**config.mk**
```make
export PLATFORM = sky130hd
export DESIGN_NAME = kpe_divider
export DESIGN_NICKNAME = d
export VERILOG_FILES = /design/src/rtl/kpe_divider.sv
export SDC_FILE = /design/constraint.sdc
export NUM_CORES = 1
export LEC_CHECK = 0
export BUFFER_PORTS_ARGS = -buffer_cell sky130_fd_sc_hd__buf_2
export CAP_MARGIN = 20
export CORE_MARGIN = 2
export CORE_UTILIZATION = 55
export DETAILED_ROUTE_END_ITERATION = 12
export PLACE_DENSITY = 0.73
export REMOVE_ABC_BUFFERS = 1
export SLEW_MARGIN = 20
export SYNTH_ARGS = -nofsm -noshare
export SYNTH_HDL_FRONTEND = slang
export SYNTH_SLANG_ARGS = --single-unit
```
**constraint.sdc**
```tcl
create_clock -name clk_i -period 4.52 [get_ports clk_i]
set_input_delay 0.452 -clock clk_i [delete_from_list [all_inputs] [get_ports clk_i]]
set_output_delay 0.452 -clock clk_i [all_outputs]
set_load 0.005 [all_outputs]
```
**src/rtl/kpe_divider.sv**
```systemverilog
// ----------------------------------------------------------------------------
// kpe_divider
// Segment phase u = ((t - begin) << 16) / span, one quotient bit a cycle.
// ----------------------------------------------------------------------------
module kpe_divider (
  input  logic        clk_i,
  input  logic        rst_ni,
  input  logic        start_i,
  input  logic [31:0] query_i,
  input  logic [31:0] begin_i,
  input  logic [31:0] end_i,
  output logic        done_o,
  output logic [15:0] u_o,
  output logic [31:0] span_o
);

  logic        run_q;
  logic [4:0]  cnt_q;
  logic [31:0] rem_q;
  logic [15:0] quo_q;
  logic [31:0] span_q;
  logic        done_q;

  logic [31:0] span_c;
  logic [31:0] diff_c;
  logic [32:0] rem2_c;
  logic        fit_c;

  assign span_c = (end_i > begin_i) ? end_i - begin_i : '0;
  assign diff_c = query_i - begin_i;
  assign rem2_c = {rem_q, 1'b0};
  assign fit_c  = rem2_c >= {1'b0, span_q};

  // control
  always_ff @(posedge clk_i or negedge rst_ni) begin
    if (!rst_ni) begin
      run_q  <= 1'b0;
      cnt_q  <= '0;
      done_q <= 1'b0;
    end else begin
      done_q <= 1'b0;
      if (start_i) begin
        if (span_c == '0 || query_i <= begin_i || diff_c >= span_c) begin
          done_q <= 1'b1;
        end else begin
          run_q <= 1'b1;
          cnt_q <= 5'd16;
        end
      end else if (run_q) begin
        cnt_q <= cnt_q - 5'd1;
        if (cnt_q == 5'd1) begin
          run_q  <= 1'b0;
          done_q <= 1'b1;
        end
      end
    end
  end

  // restoring division datapath; a phase at or past the end saturates
  always_ff @(posedge clk_i) begin
    if (start_i) begin
      span_q <= span_c;
      rem_q  <= diff_c;
      if (span_c == '0 || query_i <= begin_i) begin
        quo_q <= '0;
      end else if (diff_c >= span_c) begin
        quo_q <= '1;
      end else begin
        quo_q <= '0;
      end
    end else if (run_q) begin
      rem_q <= fit_c ? 32'(rem2_c - {1'b0, span_q}) : rem2_c[31:0];
      quo_q <= {quo_q[14:0], fit_c};
    end
  end

  assign done_o = done_q;
  assign u_o    = quo_q;
  assign span_o = span_q;

endmodule

```
### Word-level counts from Yosys, hierarchy flattened

Cells that the tools add are included.

| cells by class | value |
|---|---|
| equality and inequality tests | 2 |
| add/subtract/negate cells | 4 |
| magnitude comparators | 4 |
| reduce and logical (&&, ||, !) cells | 5 |
| muxes and demuxes | 19 |

Operator list:

| kind | count |
|---|---|
| 32-bit 2-to-1 mux | 4 |
| 32-bit subtractor | 3 |
| 16-bit 2-to-1 mux | 4 |
| 33-bit by 32-bit >= comparator with 1-bit output | 1 |
| 32-bit >= comparator | 1 |
| 32-bit > comparator | 1 |
| 32-bit <= comparator | 1 |
| 32-bit logical NOT | 1 |
| 5-bit 2-to-1 mux | 3 |
| 1-bit 2-to-1 mux | 8 |
| 5-bit by 1-bit == test with 1-bit output, second input constant | 1 |
| 5-bit by 1-bit subtractor with 5-bit output, second input constant | 1 |
| 1-bit logical OR | 2 |
| 2-bit != test, second input constant | 1 |
| 2-bit AND reduction | 1 |
| 2-bit nonzero test | 1 |

| word-level totals | value |
|---|---|
| flip-flop bits (word level) | 87 |
| bits of input ports | 99 |
| logic and storage cells | 40 |

### Depth between registers and ports, before layout

Gate-level depths: netlist of run 1.

| depth | value |
|---|---|
| depth after elaboration | 7 |
| gate-level depth with buffers | 25 |

### Least setup slack after synthesis of run 1

Ideal clock, no wire load.

| timing path | value |
|---|---|
| kind | input to register |
| start point | in end_i[0] |
| end point | reg quo_q[10], in the netlist u_o[10] (data pin) |
| path buffers | 3 |
| arrival time | 4.878 ns |
| data required time | 4.253 ns |
| setup slack | -0.625 ns |
| stages on the path | 25 |
| cells stage by stage | inv_1 -> ha_1 -> inv_1 -> fa_1 -> a21o_1 -> a221o_1 -> a211oi_2 -> nor3b_1 -> o311ai_1 -> a21boi_1 -> buf_2 -> buf_2 -> nand2_1 -> ha_1 -> a21o_1 -> a21o_1 -> a221o_1 -> a21oi_1 -> o31ai_1 -> a221oi_1 -> o221ai_1 -> and2_1 -> o211ai_4 -> buf_6 -> o21ai_1 |

| on the way | value |
|---|---|
| cells in the longest elaborated chain, start to end | 6 |
| elaborated cells between the ends (all ways) | 9 |
| classes of those cells | 1 x add/sub; 2 x order compare; 4 x mux; 2 x reduce/logical |

Ends and longest elaborated chain:

| item | RTL line | text |
|---|---|---|
| start, declared | 11 | `input logic [31:0] end_i,` |
| 32-bit subtractor or 32-bit > comparator (tied branches) | 29 | `assign span_c = (end_i > begin_i) ? end_i - begin_i : '0;` |
| 32-bit 2-to-1 mux (*) | 29 |  |
| 32-bit >= comparator or 32-bit logical NOT (tied branches) | 66, 64 |  |
| 16-bit 2-to-1 mux or 1-bit logical OR (tied branches) | 66, 64 |  |
| 16-bit 2-to-1 mux (*) | 64 | `if (span_c == '0 \|\| query_i <= begin_i) begin` |
| 16-bit 2-to-1 mux (*) | 61 | `if (start_i) begin` |
| end signal, assigned | 73 | `quo_q <= {quo_q[14:0], fit_c};` |
| end, declared | 20 | `logic [15:0] quo_q;` |

Mark *: on every way between the ends. The rest lies on a longest branch, timed or not.
A chain may end at the register's enable or synchronous reset.

### Worst setup path in the final report of run 1

| timing path | value |
|---|---|
| start point | in end_i[0] |
| end point | reg quo_q[0], in the netlist u_o[0] (data pin) |

The elaborated chain is that of the path after synthesis.

==> results.py, run 1 <==
metrics = {
    "run_status": {
        "status": "complete, but fails checks",
        "violations": "DRC, setup timing",
    },
    "finish": {
        "final_util": 0.782,
        "fin_nets": 1892,
        "area_growth_pct": 38.7,
        "finalInstanceArea_mm2": 0.0141,
        "antenna_cells": 0,
        "drive_gt1_frac": 0.347,
    },
    "yosys": {
        "ys_types": 83,
        "netlist_area_mm2": 0.0102,
        "avgSynthCellArea_um2": 8.23,
        "ys_seq_area_frac": 0.253,
        "synthArstFlopShare": 0.0805,
        "ys_warn_count": 0,
        "ys_ff_latch": 87,
        "synth_enable_flop_cells": 80,
        "synth_cells": 1239,
        "synth_ff_type": "edfxtp_1",
    },
    "sta": {
        "period_share": 1.07,
        "setup_viol": 24,
        "max_freq_mhz": 206,
        "maxSlewHeadroom": 0.474,
        "worstMarginPinSlew_ps": 784,
        "rsz0062_at_grt": "true",
        "layout_setup_ws_ps": -336,
        "hold_ws_ps": 496,
        "maxSlewViolCount": 0,
        "final-hold-violation-count": 0,
        "fin_skew_ps": 8.72,
        "setup_tns_ps": -6810,
        "period_needed_ps": 4860,
    },
    "power": {
        "peakVddDrop_v": 0.000278,
        "power.leakage_nw": 7.10,
        "p_clk_frac": 0.125,
        "p_int_mw": 3.61,
        "share_comb_of_total_power": 0.649,
        "power_density_mw_per_mm2": 451,
        "seqPwrFrac": 0.225,
        "switching_share": 0.433,
        "switching_power_mw": 2.76,
    },
    "global_route": {
        "antenna_found_initial": 0,
        "grt.met1_usage": 0.437,
        "use_met3": 0.0366,
        "grt_use_total": 0.338,
        "gr-total-overflow": 0,
        "top_usage_layer": "met2",
        "grt_pass1_wl_um": 53200,
        "grt_pass1_vias": 10800,
        "groute.layer.met2.usage": 0.590,
        "grt_max_degree": 50,
    },
    "critical_path": {
        "critPathMaxFanout": 8,
        "endpoint_kind": "flop",
        "r2r_slack_ps": 710,
        "arrival_ps": 4940,
        "cp.required_ps": 4600,
        "r2r_cells": 11,
        "r2r-start": "span_o[11]",
        "startpoint_type": "primary input",
        "criticalPathCategory": "primary input to flop",
        "timing.rr.end": "rem_q[26]",
    },
    "placed_design": {
        "dpl.hpwl_um": 25900,
        "placed_area_mm2": 0.0131,
        "io_buffers": 147,
        "place_congestion": 0.949,
    },
    "drt": {
        "drc": 4,
        "drt_iter0_markers": 1131,
        "via_count": 11300,
        "wl_per_cell_um": 18.6,
        "vias_per_cell": 5.98,
        "drtPass1Iterations": 12,
        "wl_um": 35200,
        "final_antenna_net_count": 0,
    },
    "clock_network": {
        "htreeDepth": 3,
        "clk_path_buf_depth": 2,
        "cts.sink_count": 87,
        "cts_root_buffer": "clkbuf_16",
        "cts_made_buffers": 9,
        "cts_tree": "done",
        "clkTransAtPathRegs_ps": 70,
        "clk_latency_ps": 350,
    },
    "floorplan": {
        "start_util": 0.564,
        "rows": 49,
        "ios": 148,
        "coreArea_mm2": 0.0181,
        "dieArea_mm2": 0.0196,
        "fp.dieH_um": 140,
        "die_x_um": 140,
    },
    "run": {
        "drv_cap": 0,
    },
    "hold_path": {
        "worst_hold_path_type": "primary input to async pin",
    },
}
## flip-flops by register name (all words and copies together) (netlist names)
name / count
done_o: 1
u_o: 16
cnt_q: 5
span_o: 32
run_q: 1
rem_q: 32
## power by group through the flow
stage          Sequential, mW  Combinational, mW  Clock (mW)
3_3_place_gp             1.43               3.58           0
6_report                 1.44               4.14       0.799
3_5_place_dp             1.44               3.71           0
4_1_cts                  1.43               3.90       0.796
5_1_grt                  1.47               4.48       0.816
2_1_floorplan            1.40               2.49           0
## synthesized netlist by cell type, types with 10 or more instances
library cell  instances  area [um2]
and3_1               19         119
nand2b_1             18         113
inv_1               139         522
xnor2_1              48         420
clkbuf_1             26        97.6
a21o_1               65         488
nand4_1              22         138
or2_2                14        87.6
o21a_1               13        97.6
a31oi_1              26         163
o211ai_1             13        97.6
or3_1                10        62.6
a21oi_1              99         495
edfxtp_1             80        2400
o21ai_1              12        60.1
o21bai_1             12        90.1
nor2_1               73         274
ha_1                130        1630
nand2_1             115         432
a211oi_1             10        75.1
o21ai_0              61         305
nor3_1               17        85.1
mux2_2               17         191
xor2_1               24         210
nand3_1              27         135
## cell type report
class                           instances  area, um2
Multi-Input combinational cell        977       7400
Clock inverter                          5       42.5
Sequential cell                        87       2580
Tap cell                              229        287
Fill cell                            1229       3940
Inverter                              139        524
Clock buffer                           11        275
Timing Repair Buffer                  446       3040
## layout by cell type, fill, tap and decap left out, types with 23 or more instances in the layout
cell / instances
buf_4: 288
buf_2: 146
inv_1: 132
ha_1: 117
nand2_1: 109
a21oi_1: 89
edfxtp_1: 80
nor2_1: 71
a21o_1: 65
o21ai_0: 47
xnor2_1: 46
nand3_1: 27
a31oi_1: 25
xor2_1: 24
o21ai_1: 23
## per-stage QoR
step | std cells | total power, mW | setup slack (ps)
2_1_floorplan | 1202 | 3.90 | -744
3_3_place_gp | 1842 | 5.01 | -847
3_5_place_dp | 1843 | 5.15 | -1000
4_1_cts | 1890 | 6.13 | -70.8
5_1_grt | 1894 | 6.77 | -358
6_report | 1894 | 6.37 | -336
## what timing repair did
action / CTS / global route
hold buffers: 1 / 0
cloned: 2 / 0
setup buffers: 29 / 6
endpoints found under the setup margin: 23 / 24
hold endpoints to repair: 7 / 0
pin swaps: 38 / 24
gates resized for setup: 57 / 48
## critical path, cell delays in order
cell and delay, ps:
buf_6 100, inv_4 50, ha_4 130, inv_2 40, fa_2 350, a21o_1 180
a221o_1 410, a211oi_4 320, nor3b_4 90, o311ai_4 330, a21boi_4 120, buf_6 140
buf_6 130, nand2_4 90, ha_4 220, and4_1 220, a221o_1 360, a21oi_2 180
o31ai_2 90, a221oi_2 260, o221ai_2 180, and2_4 220, o211ai_4 150, o21ai_1 120
## routing by layer
metal | vias to the layer above | part of all wire
li1 | 5373 | -
met1 | 5274 | 0.40
met2 | 584 | 0.48
met3 | 97 | 0.080
met4 | 0 | 0.035
met5 | - | 0
## worst max path at each step
stage / startpoint / end / cells after the start
after global routing: end_i[0] / u_o[0] / 24
final: end_i[0] / u_o[0] / 24
after CTS: end_i[0] / u_o[0] / 23
after floorplan: begin_i[17] / u_o[0] / 20
after detailed placement: end_i[0] / u_o[0] / 23
after global placement: end_i[0] / u_o[0] / 24
## logic make-up after synthesis
kind of cell / after synthesis / synth area share
buffers and inverters: 176 / 0.0665
AO/OA/AOI/OAI: 395 / 0.258
adder cells (fa/ha/maj): 133 / 0.165
AND/OR/NAND/NOR: 356 / 0.173
multiplexers: 20 / 0.0217
flip-flops: 87 / 0.253
XOR/XNOR: 72 / 0.0618
(Power assumes the default switching activity.)
==> inputs of run 2 (changes only) <==
--- a/config.mk
+++ b/config.mk
@@ -11,6 +11,7 @@
 export CORE_UTILIZATION = 55
 export DETAILED_ROUTE_END_ITERATION = 12
 export PLACE_DENSITY = 0.73
+export RECOVER_POWER = 50
 export REMOVE_ABC_BUFFERS = 1
 export SLEW_MARGIN = 20
 export SYNTH_ARGS = -nofsm -noshare
==> results.py, run 2 (same netlist as run 1, synthesis figures left out) <==
metrics = {
    "hold_path": {
        "hold_start": "run_q",
        "worst_hold_path_type": "flop to flop",
    },
    "finish": {
        "area_growth_pct": 38.4,
        "layout_common_cells": "buf_4, inv_1, buf_2",
        "final_common_cell": "buf_4",
        "final_util": 0.781,
        "drive_gt1_frac": 0.333,
        "fin_nets": 1892,
        "n_fill_cell": 1238,
        "antenna_cells": 0,
    },
    "drt": {
        "drc": 4,
        "wl_um": 35300,
        "dr_wl_met3_um": 2700,
        "drtPass1Iterations": 12,
        "top_layer": "met4",
        "wl_per_cell_um": 18.6,
        "vias_per_cell": 6.01,
        "met2_length_um": 17100,
        "drt_iter0_markers": 1095,
        "final_antenna_net_count": 0,
        "via_count": 11400,
        "wl_met1_um": 14300,
    },
    "placed_design": {
        "io_buffers": 147,
        "place_congestion": 0.949,
        "dpl.hpwl_um": 25900,
        "place_ws_ps": -1000,
    },
    "clock_network": {
        "cts_root_buffer": "clkbuf_16",
        "cts.sink_count": 87,
        "clk_latency_ps": 350,
        "clk_path_buf_depth": 2,
        "cts_tree": "done",
        "htreeDepth": 3,
        "cts_made_buffers": 9,
        "clkTransAtPathRegs_ps": 70,
    },
    "floorplan": {
        "die_x_um": 140,
        "dieArea_mm2": 0.0196,
        "ios": 148,
        "coreArea_mm2": 0.0181,
        "fp.dieH_um": 140,
        "rows": 49,
        "start_util": 0.564,
    },
    "sta": {
        "max_freq_mhz": 206,
        "worstMarginPinSlew_ps": 1480,
        "layout_setup_ws_ps": -332,
        "maxSlewViolCount": 0,
        "period_needed_ps": 4850,
        "rsz0062_at_grt": "true",
        "period_share": 1.07,
        "fin_skew_ps": 6.81,
        "maxSlewHeadroom": 0.0152,
        "final-hold-violation-count": 0,
        "setup_viol": 24,
    },
    "power": {
        "p_int_mw": 3.60,
        "switching_power_mw": 2.77,
        "switching_share": 0.435,
        "power_density_mw_per_mm2": 451,
        "p_clk_frac": 0.125,
        "peakVddDrop_v": 0.000282,
        "seqPwrFrac": 0.226,
        "share_comb_of_total_power": 0.649,
        "power.leakage_nw": 7.03,
    },
    "critical_path": {
        "criticalPathCategory": "primary input to flop",
        "cp-startpoint": "end_i[0]",
        "endpoint_kind": "flop",
        "max_stage_delay_ps": 410,
        "critPathMaxFanout": 8,
        "crit_chain": "buf_6, inv_4, ha_4, inv_2, fa_2, a21o_1, a221o_1, a211oi_4, nor3b_4, o311ai_4, a21boi_4, buf_6, buf_6, nand2_4, ha_4, and4_1, a221o_1, a21oi_2, o31ai_2, a221oi_2, o221ai_2, and2_4, o211ai_4, o21ai_1",
        "slowest_stage": "a221o_1",
        "cp.required_ps": 4610,
        "r2r-start": "span_o[11]",
        "crit_top_cell": "buf_6",
        "startpoint_type": "primary input",
        "arrival_ps": 4940,
    },
    "global_route": {
        "grt_pass1_wl_um": 53200,
        "grt_max_degree": 50,
        "gr-total-overflow": 0,
        "grt_pass1_vias": 10800,
        "antenna_found_initial": 0,
        "grt_use_total": 0.338,
    },
    "run": {
        "drv_cap": 0,
    },
    "run_status": {
        "status": "complete, but fails checks",
        "violations": "DRC, setup timing",
    },
}
[run 2: worst max-delay path: cells and delay by family]
family / cells / cell delay [ps]
AO/OA/AOI/OAI: 12 / 2710
adder cells (fa/ha/maj): 3 / 700
buffers and inverters: 5 / 460
AND/OR/NAND/NOR: 4 / 620
[run 2: routing by layer]
metal | vias to the layer above | global-route usage
met5 | - | 0
met4 | 0 | 0.113
met3 | 96 | 0.0366
met2 | 611 | 0.590
met1 | 5306 | 0.437
li1 | 5371 | -
[run 2: timing repair]
action / in CTS / in global routing
hold buffers: 1 / 0
endpoints found under the hold margin: 7 / 0
resized for setup: 57 / 48
endpoints found under the setup margin: 23 / 24
pin swaps: 38 / 24
gates cloned: 2 / 0
buffers inserted: 29 / 6
[run 2: power groups by stage]
stage               clock [mW]  combinational, mW  sequential [mW]
floorplan                    0               2.49             1.40
global placement             0               3.58             1.43
detailed placement           0               3.71             1.44
CTS                      0.796               3.90             1.43
global route             0.816               4.47             1.47
finish                   0.796               4.14             1.44
[run 2: worst paths after layout]
check	slack, ps	end	cells past startpoint
worst min-delay path	530	run_q	1
worst max-delay path	-330	u_o[0]	24
min in group asynchronous	550	cnt_q[0]	2
max in group asynchronous	3690	cnt_q[4]	2
worst min register to register	530	run_q	1
worst max register to register	700	rem_q[26]	11
[run 2: area by class of cell]
type                       count  area, um2  share of cell area
multi-input combinational    977       7400               0.525
timing repair buffer         446       3010               0.213
sequential                    87       2580               0.183
inverter                     139        524              0.0371
tap                          229        287              0.0203
clock buffer                  11        275              0.0195
clock inverter                 5       42.5             0.00301
[run 2: metrics by stage]
stage	hold WS, ps	std cells	setup TNS [ps]	total power [mW]	cell area, um2
after floorplan	156	1202	-15000	3.90	10000
after detailed placement	290	1843	-21130	5.15	13100
after global placement	290	1842	-17870	5.01	13100
final	534	1894	-6760	6.37	14100
after global routing	578	1894	-7690	6.76	14100
after CTS	450	1890	-775	6.13	13900
