`src/rtl/kpe_pkg.sv`:
```
// ----------------------------------------------------------------------------
// kpe_pkg
// Shared types and constants of the keyframe path evaluator.
// ----------------------------------------------------------------------------
package kpe_pkg;

  // default table geometry
  localparam int MaxSegmentsDef = 256;
  localparam int NumChannelsDef = 7;

  // item operations
  localparam logic [1:0] OpWrTime = 2'd0;
  localparam logic [1:0] OpWrChan = 2'd1;
  localparam logic [1:0] OpWrPose = 2'd2;
  localparam logic [1:0] OpEval   = 2'd3;

  // channel interpolation kinds (any other code holds the left value)
  localparam logic [1:0] KindLinear  = 2'd1;
  localparam logic [1:0] KindHermite = 2'd2;

  // configuration register indexes
  localparam logic [1:0] RegPathValid = 2'd0;
  localparam logic [1:0] RegSegCount  = 2'd1;
  localparam logic [1:0] RegFirstTime = 2'd2;
  localparam logic [1:0] RegLastTime  = 2'd3;

  // one channel entry of the table
  typedef struct packed {
    logic [1:0]  kind;
    logic        clamp;
    logic [47:0] left;
    logic [47:0] right;
    logic [47:0] lslope;
    logic [47:0] rslope;
  } chan_entry_t;

  // per-query coefficients handed to the channel evaluator
  typedef struct packed {
    logic [15:0]        u;
    logic [31:0]        span;
    logic signed [17:0] h00;
    logic signed [17:0] h10;
    logic signed [17:0] h01;
    logic signed [17:0] h11;
  } coef_t;

  // sequencer states, one-hot
  typedef enum logic [12:0] {
    S_IDLE     = 13'b0000000000001,
    S_STATUS   = 13'b0000000000010,
    S_POSE_RD  = 13'b0000000000100,
    S_POSE_OUT = 13'b0000000001000,
    S_SRCH     = 13'b0000000010000,
    S_SRCH_CMP = 13'b0000000100000,
    S_SEG_WAIT = 13'b0000001000000,
    S_DIV      = 13'b0000010000000,
    S_U2       = 13'b0000100000000,
    S_U3       = 13'b0001000000000,
    S_BASIS    = 13'b0010000000000,
    S_CH_RD    = 13'b0100000000000,
    S_CH_EVAL  = 13'b1000000000000
  } state_e;

endpackage

```
`src/rtl/kpe_chan_eval.sv`:
```
// ----------------------------------------------------------------------------
// kpe_chan_eval
// One channel value through a shared 48x18 multiplier, ten products a channel.
// ----------------------------------------------------------------------------
module kpe_chan_eval (
  input  logic                 clk_i,
  input  logic                 rst_ni,
  input  logic                 start_i,
  input  kpe_pkg::chan_entry_t entry_i,
  input  kpe_pkg::coef_t       coef_i,
  output logic                 done_o,
  output logic [47:0]          value_o
);

  localparam logic [3:0] StLinL  = 4'd0;
  localparam logic [3:0] StLinR  = 4'd1;
  localparam logic [3:0] StD0Hi  = 4'd2;
  localparam logic [3:0] StD0Lo  = 4'd3;
  localparam logic [3:0] StD1Hi  = 4'd4;
  localparam logic [3:0] StD1Lo  = 4'd5;
  localparam logic [3:0] StH00   = 4'd6;
  localparam logic [3:0] StH01   = 4'd7;
  localparam logic [3:0] StH10   = 4'd8;
  localparam logic [3:0] StH11   = 4'd9;
  localparam logic [3:0] StFinal = 4'd11;

  localparam logic [47:0] ValMax = {1'b0, {47{1'b1}}};
  localparam logic [47:0] ValMin = {1'b1, {47{1'b0}}};

  logic               run_q;
  logic [3:0]         step_q;
  logic [3:0]         tag_q;
  logic               acc_q;
  logic signed [65:0] prod_q;
  logic signed [51:0] lin_q;
  logic signed [65:0] d0_q;
  logic signed [65:0] d1_q;
  logic signed [51:0] v_q;
  logic               done_q;
  logic [47:0]        value_q;

  logic signed [47:0] mul_a;
  logic signed [17:0] mul_b;
  logic signed [65:0] prod_d;
  logic signed [49:0] fl;
  logic signed [51:0] l52, r52, lo52, hi52, herm, pick;
  logic               d_ok, v_ok;

  // operand selection for the current step
  always_comb begin
    mul_a = '0;
    mul_b = '0;
    case (step_q)
      StLinL: begin
        mul_a = $signed(entry_i.left);
        mul_b = $signed({1'b0, 17'(17'h10000 - {1'b0, coef_i.u})});
      end
      StLinR: begin
        mul_a = $signed(entry_i.right);
        mul_b = $signed({2'b00, coef_i.u});
      end
      StD0Hi: begin
        mul_a = $signed(entry_i.lslope);
        mul_b = $signed({2'b00, coef_i.span[31:16]});
      end
      StD0Lo: begin
        mul_a = $signed(entry_i.lslope);
        mul_b = $signed({2'b00, coef_i.span[15:0]});
      end
      StD1Hi: begin
        mul_a = $signed(entry_i.rslope);
        mul_b = $signed({2'b00, coef_i.span[31:16]});
      end
      StD1Lo: begin
        mul_a = $signed(entry_i.rslope);
        mul_b = $signed({2'b00, coef_i.span[15:0]});
      end
      StH00: begin
        mul_a = $signed(entry_i.left);
        mul_b = coef_i.h00;
      end
      StH01: begin
        mul_a = $signed(entry_i.right);
        mul_b = coef_i.h01;
      end
      StH10: begin
        mul_a = $signed(d0_q[47:0]);
        mul_b = coef_i.h10;
      end
      StH11: begin
        mul_a = $signed(d1_q[47:0]);
        mul_b = coef_i.h11;
      end
      default: begin
        mul_a = '0;
        mul_b = '0;
      end
    endcase
  end

  assign prod_d = mul_a * mul_b;
  // floor by 2^16
  assign fl = prod_q[65:16];

  // sequence control
  always_ff @(posedge clk_i or negedge rst_ni) begin
    if (!rst_ni) begin
      run_q  <= 1'b0;
      step_q <= '0;
      acc_q  <= 1'b0;
      done_q <= 1'b0;
    end else begin
      done_q <= 1'b0;
      acc_q  <= run_q && (step_q <= StH11);
      if (start_i) begin
        run_q  <= 1'b1;
        step_q <= StLinL;
      end else if (run_q) begin
        if (step_q == StFinal) begin
          run_q  <= 1'b0;
          done_q <= 1'b1;
        end else begin
          step_q <= step_q + 4'd1;
        end
      end
    end
  end

  // product register and accumulation of the previous product
  always_ff @(posedge clk_i) begin
    prod_q <= prod_d;
    tag_q  <= step_q;
    if (acc_q) begin
      case (tag_q)
        StLinL:  lin_q <= 52'(fl);
        StLinR:  lin_q <= lin_q + 52'(fl);
        StD0Hi:  d0_q  <= prod_q;
        StD0Lo:  d0_q  <= d0_q + 66'(fl);
        StD1Hi:  d1_q  <= prod_q;
        StD1Lo:  d1_q  <= d1_q + 66'(fl);
        StH00:   v_q   <= 52'(fl);
        StH01:   v_q   <= v_q + 52'(fl);
        StH10:   v_q   <= v_q + 52'(fl);
        StH11:   v_q   <= v_q + 52'(fl);
        default: v_q   <= v_q;
      endcase
    end
  end

  // select the kind, fall back to linear on overflow, clamp and saturate
  always_comb begin
    d_ok = ((&d0_q[65:47]) || !(|d0_q[65:47])) && ((&d1_q[65:47]) || !(|d1_q[65:47]));
    v_ok = (&v_q[51:47]) || !(|v_q[51:47]);
    l52  = 52'($signed(entry_i.left));
    r52  = 52'($signed(entry_i.right));
    lo52 = (l52 < r52) ? l52 : r52;
    hi52 = (l52 < r52) ? r52 : l52;
    herm = v_q;
    if (entry_i.clamp) begin
      if (herm < lo52) herm = lo52;
      if (herm > hi52) herm = hi52;
    end
    case (entry_i.kind)
      kpe_pkg::KindLinear:  pick = lin_q;
      kpe_pkg::KindHermite: pick = (d_ok && v_ok) ? herm : lin_q;
      default:              pick = l52;
    endcase
  end

  always_ff @(posedge clk_i) begin
    if (run_q && step_q == StFinal) begin
      if ((&pick[51:47]) || !(|pick[51:47])) begin
        value_q <= pick[47:0];
      end else begin
        value_q <= pick[51] ? ValMin : ValMax;
      end
    end
  end

  assign done_o  = done_q;
  assign value_o = value_q;

endmodule
```
`config.mk`:
```
export PLATFORM = sky130hd
export DESIGN_NAME = kpe_chan_eval
export DESIGN_NICKNAME = d
export VERILOG_FILES = /design/src/rtl/kpe_pkg.sv /design/src/rtl/kpe_chan_eval.sv
export SDC_FILE = /design/constraint.sdc
export NUM_CORES = 2
export LEC_CHECK = 0
export BUFFER_PORTS_ARGS = -buffer_cell sky130_fd_sc_hd__clkbuf_2
export CORE_ASPECT_RATIO = 1.25
export CORE_MARGIN = 2
export CORE_UTILIZATION = 55
export DETAILED_ROUTE_END_ITERATION = 8
export GPL_TIMING_DRIVEN = 0
export PLACE_DENSITY = 0.73
export SLEW_MARGIN = 30
export SYNTH_ARGS = -nofsm -noshare
export SYNTH_HDL_FRONTEND = slang
export SYNTH_SLANG_ARGS = --single-unit
```
`constraint.sdc`:
```
create_clock -name clk_i -period 15.9 [get_ports clk_i]
set_input_delay 2.385 -clock clk_i [delete_from_list [all_inputs] [get_ports clk_i]]
set_output_delay 2.385 -clock clk_i [all_outputs]
set_load 0.05 [all_outputs]
```
-- Word level (Yosys, flattened, before mapping)
Index checks and enable logic that the tools add are counted.
- register bits after elaboration: 361
- input bits: 318
- output and inout port bits: 49
- word-level logic and storage cells: 108
- add/subtract/negate cells: 6
- multipliers: 1
- order comparisons: 4
- eq/ne operators: 22
- muxes and demuxes: 25
- reductions and logical operators: 39
- operators with widths (kind ; number):
    $mux 52 ; 7
    $pmux 52 s2 ; 3
    $pmux 48 s6 ; 1
    $pmux 66 s2 ; 2
    $pmux 18 s8 ; 1
    $add 66x50->66 ; 2
    $add 52x50->52 ; 2
    $mux 48 ; 2
    $mul 48x18->66 ; 1
    $gt 52x52->1 ; 1
    $lt 52x52->1 ; 1
    $lt 48x48->1 ; 1
    $reduce_and 19->1 ; 2
    $reduce_or 19->1 ; 2
    $eq 4x3->1 const B ; 8
    $eq 4x4->1 const B ; 5
    $sub 17x16->17 const A ; 1
    $eq 4x2->1 const B ; 4
    $mux 4 ; 3
    $reduce_or 2->1 ; 6
    $reduce_and 2->1 ; 5
    $reduce_and 5->1 ; 2
    $reduce_bool 2->1 ; 5
    $reduce_or 5->1 ; 2
    other kinds (12) ; 28

-- Longest topological paths before layout
- word-level depth: 14
- mapped depth: 43

-- Worst setup path after synthesis
OpenSTA, ideal clock, no wires.
- path type: input -> register
- start: input port entry_i[119] (netlist bit)
- end: register value_q[19], in the netlist value_o[19] (data pin)
- arrival time: 10.868 ns
- slack: 4.773 ns
- cell stages on the path: 40
- buffers on the path: 5
- cells stage by stage: inv_1 > ha_1 > and3_1 > a221o_1 > a21oi_1 > nor3_1 > or3_1 > a221o_1 > nor2_2 > clkbuf_1 > buf_2 > nand2_1 > o21ai_0 > inv_1 > ha_1 > nand3_1 > or3_1 > nor3_1 > [... 4 more ...] > nand2_2 > buf_2 > mux2i_1 > inv_1 > ha_1 > a2111oi_0 > o21ai_1 > a221o_1 > a211o_1 > a31o_1 > or4_1 > and3_1 > a41o_1 > a211oi_2 > nand3_1 > buf_4 > buf_6 > o31a_1
- word-level cells in the longest chain between the ends: 14
- elaborated cells on any way between the ends: 17
- RTL lines (item ; RTL line ; RTL):
    start: declaration ; kpe_chan_eval.sv:9 ; input kpe_pkg::chan_entry_t entry_i,
    $lt 48x48->1 ; kpe_chan_eval.sv:156, kpe_chan_eval.sv:157 ;
    $mux 52 ; kpe_chan_eval.sv:156 ; lo52 = (l52 < r52) ? l52 : r52;
    $lt 52x52->1 ; kpe_chan_eval.sv:160 ; if (herm < lo52) herm = lo52;
    $mux 52 ; kpe_chan_eval.sv:160 ;
    $mux 52 ; kpe_chan_eval.sv:159 ; if (entry_i.clamp) begin
    $gt 52x52->1 ; kpe_chan_eval.sv:161 ; if (herm > hi52) herm = hi52;
    $mux 52 (*) ; kpe_chan_eval.sv:161 ;
    $mux 52 (*) ; kpe_chan_eval.sv:159 ;
    $mux 52 (*) ; kpe_chan_eval.sv:165 ; kpe_pkg::KindHermite: pick = (d_ok && v_ok) ? herm : lin_q;
    $pmux 52 s2 (*) ; kpe_chan_eval.sv:163 ; case (entry_i.kind)
    $reduce_or 5->1 ; kpe_chan_eval.sv:172 ; if ((&pick[51:47]) || !(|pick[51:47])) begin
    $logic_not 1->1 ; kpe_chan_eval.sv:172 ;
    $logic_or 1x1->1 ; kpe_chan_eval.sv:172 ;
    $mux 48 (*) ; kpe_chan_eval.sv:172 ;
    end signal: assignment ; kpe_chan_eval.sv:173 ; value_q <= pick[47:0];
    end signal: assignment ; kpe_chan_eval.sv:175 ; value_q <= pick[51] ? ValMin : ValMax;
    end: declaration ; kpe_chan_eval.sv:40 ; logic [47:0] value_q;
Every way passes the cells marked *; elsewhere a longest branch is shown, timed or not. The select of a mux whose other input is x is not followed.
A chain may end at the register's enable or synchronous reset.

-- Final worst setup path
- start: input port entry_i[143] (netlist bit)
- end: register value_q[16], in the netlist value_o[16] (data pin)
Same word-level chain as after synthesis.

==> results.cfg <==
[logic_synthesis]
synth_seq_area_share_pct = 16.1
synth_nets = 8977
synth_enable_flop_cells = 284
synthFlopType = edfxtp_1
ys_types = 88
netlist_area_mm2 = 0.0628
synth_top_area_share_pct = 25.9
synth-seq-cells = 361
yosysWarningCount = 0
synthArstFlopShare_pct = 1.94
syn-instance-count = 7303
synth_area_per_cell_um2 = 8.60
yosysTopAreaCell = fa_1
synthTopCellsByArea = fa_1, edfxtp_1, ha_1, nand2_1, inv_1

[clock_tree]
cts_setup_buffers = 0
clock_tree.root_cell = clkbuf_16
cts_sinks = 361
cts_buffer_depth = 3
clkSlewWorstSetupHoldPaths_ns = 0.07
clock_latency_ns = 0.61
cts_tree = built
numCtsBuffers = 39
cts_hold_buf = 0
cts_resized = 0
h-tree-depth = 2

[sta]
rsz0062_at_grt = no
min_period_over_period_pct = 96.5
hold_viol_final = 0
setup_viol = 0
final-max-slew-violation-count = 0
max-slew-margin-rel_pct = 22.2
clock_skew_ns = 0.0267
setup_tns_ns = 0
worstMarginPinSlew_ns = 1.17
min_period_ns = 15.35
fmax_ghz = 0.0651

[worst_setup_path]
max_stage_delay_ns = 0.74
cp.arrival_ns = 15.67
crit_path_top_delay_cell = xnor2_1
cp_max_fo = 10
end_kind = flop
worst-path-buf-inv = 9
cp_top_family = simple AND/OR/NAND/NOR gates
start_kind = input port
cp.required_ns = 16.22
critPathKind = input port to flop

[floorplanning]
die_w_um = 306
io_pins = 367
design.die.area_mm2 = 0.117
dieHeight_um = 382
row_count = 138
start_util_pct = 55.4
core_mm2 = 0.113

[final_layout]
area_delta_synth_final_pct = 8.91
drive_above_1_share_pct = 7.32
nets = 9420

[place]
port-buffer-count = 366
gp_congestion = 1.11
dpl.hpwl_um = 211000

[routing]
vias_per_cell = 6.35
drt_iter0_drc = 6063
vias = 58800
first_pass_iters = 9
routed_wl_um = 251000
postRouteAntennaNets = 0
drc = 0
wire_per_inst_um = 27.2

[global_routing]
grt_remaining_overflow = 0
grt_use_total_pct = 42.7
grt_pass1_vias = 59800
grt_max_degree = 49
grt_pass1_wl_um = 369000
antenna_found_initial = 9

[run]
cap_violations = 0

[min_path]
worstHoldPathType = flop to flop

[run_status]
status = finished, final reports clean
## registers in the layout, indices dropped and copies added (netlist names)
signal / count
prod_q: 66
tag_q: 4
step_q: 4
v_q: 52
acc_q: 1
value_o: 48
d0_q: 66
run_q: 1
lin_q: 52
d1_q: 66
done_o: 1
## cells in the mapped netlist, types with 55 or more instances
master / number
nand2_1: 1066
inv_1: 1022
fa_1: 813
ha_1: 543
a21oi_1: 428
o21ai_0: 396
nor2_1: 311
clkbuf_1: 297
edfxtp_1: 284
a21o_1: 195
xnor2_1: 145
nor2b_1: 144
a22oi_1: 138
xor2_1: 135
nand3_1: 128
a211oi_1: 119
nand4_1: 118
mux2i_1: 96
dfxtp_1: 70
nand2b_1: 65
nor3_1: 64
a22o_1: 59
o31a_1: 55
## logic make-up (layout without fill, tap and decap cells)
| kind of cell | after synthesis | in the layout | synth area share, % |
|---|---|---|---|
| muxes | 102 | 102 | 1.64 |
| and+or+nand+nor | 2071 | 2071 | 14.9 |
| xor gates and xnor gates | 280 | 280 | 3.91 |
| DFF | 361 | 361 | 16.1 |
| buffers and inverters | 1368 | 1839 | 8.28 |
| adders and majority gates | 1356 | 1356 | 36.7 |
| other | 0 | 8 | 0 |
| AOI/OAI and AO/OA | 1765 | 1765 | 18.5 |
## layout by cell type, fill, tap and decap left out, drive strengths merged, types with 11 or more instances in the layout
| master | netlist | final |
|---|---|---|
| nand2 | 1067 | 1067 |
| inv | 1022 | 1028 |
| fa | 813 | 813 |
| clkbuf | 297 | 713 |
| ha | 543 | 543 |
| a21oi | 428 | 428 |
| o21ai | 401 | 401 |
| nor2 | 312 | 312 |
| edfxtp | 284 | 284 |
| a21o | 195 | 195 |
| xnor2 | 145 | 145 |
| nor2b | 144 | 144 |
| a22oi | 138 | 138 |
| xor2 | 135 | 135 |
| nand3 | 128 | 128 |
| a211oi | 121 | 121 |
| nand4 | 118 | 118 |
| mux2i | 96 | 96 |
| buf | 48 | 82 |
| dfxtp | 70 | 70 |
| nand2b | 65 | 65 |
| nor3 | 64 | 64 |
| a22o | 59 | 59 |
| o31a | 55 | 55 |
| and2 | 51 | 51 |
| o21a | 50 | 50 |
| o21bai | 42 | 42 |
| a31oi | 36 | 36 |
| o31ai | 34 | 34 |
| and3 | 31 | 31 |
| nor4 | 27 | 27 |
| a221oi | 26 | 26 |
| a222oi | 25 | 25 |
| a211o | 16 | 16 |
| o211ai | 16 | 16 |
| or3 | 15 | 15 |
| a21boi | 14 | 14 |
| o2111ai | 13 | 13 |
| or2 | 12 | 12 |
| clkinv | 1 | 11 |
## worst paths after layout
| path | from | endpoint | slack [ns] | cells after the start |
|---|---|---|---|---|
| max | entry_i[143] | value_o[16] | 0.55 | 38 |
| min | step_q[2] | tag_q[2] | 0.41 | 0 |
| min reg2reg | step_q[2] | tag_q[2] | 0.41 | 0 |
| max in group asynchronous | rst_ni | acc_q | 14.00 | 1 |
| max reg2reg | step_q[2] | prod_q[64] | 3.26 | 31 |
| min in group asynchronous | rst_ni | step_q[0] | 1.66 | 1 |
## routing by layer
layer	vias up	GRT usage [%]	wire, µm
met3	894	9.56	26500
met1	28500	49.2	87300
met2	3633	67.6	111000
met5	-	0	58
li1	25700	-	-
met4	8	36.2	26300
## stage by stage
step | hold slack [ns] | setup slack (ns) | instance area, µm² | util [%] | std cells
final | 0.412 | 0.549 | 68400 | 60.4 | 9252
after global routing | 0.425 | 0.576 | 68400 | 60.4 | 9247
after CTS | 0.412 | 1.20 | 68300 | 60.3 | 9236
after detailed placement | 0.397 | 0.613 | 67000 | 59.1 | 9167
after global placement | 0.390 | 0.682 | 66500 | 58.7 | 9139
after floorplan | 0.345 | 4.77 | 62800 | - | 7303
## layout make-up
type | count | area [µm²]
antenna | 8 | 20.0
sequential | 361 | 10100
clock inverter | 20 | 220
buffer | 345 | 1390
inverter | 1023 | 3840
multi-input combinational | 5574 | 47600
timing repair buffer | 402 | 2280
tap | 1470 | 1840
clock buffer | 49 | 1120
fill | 10100 | 44900
Power is not shown: default switching activity piles up to over one toggle a cycle in this logic, so the estimate is an artifact.
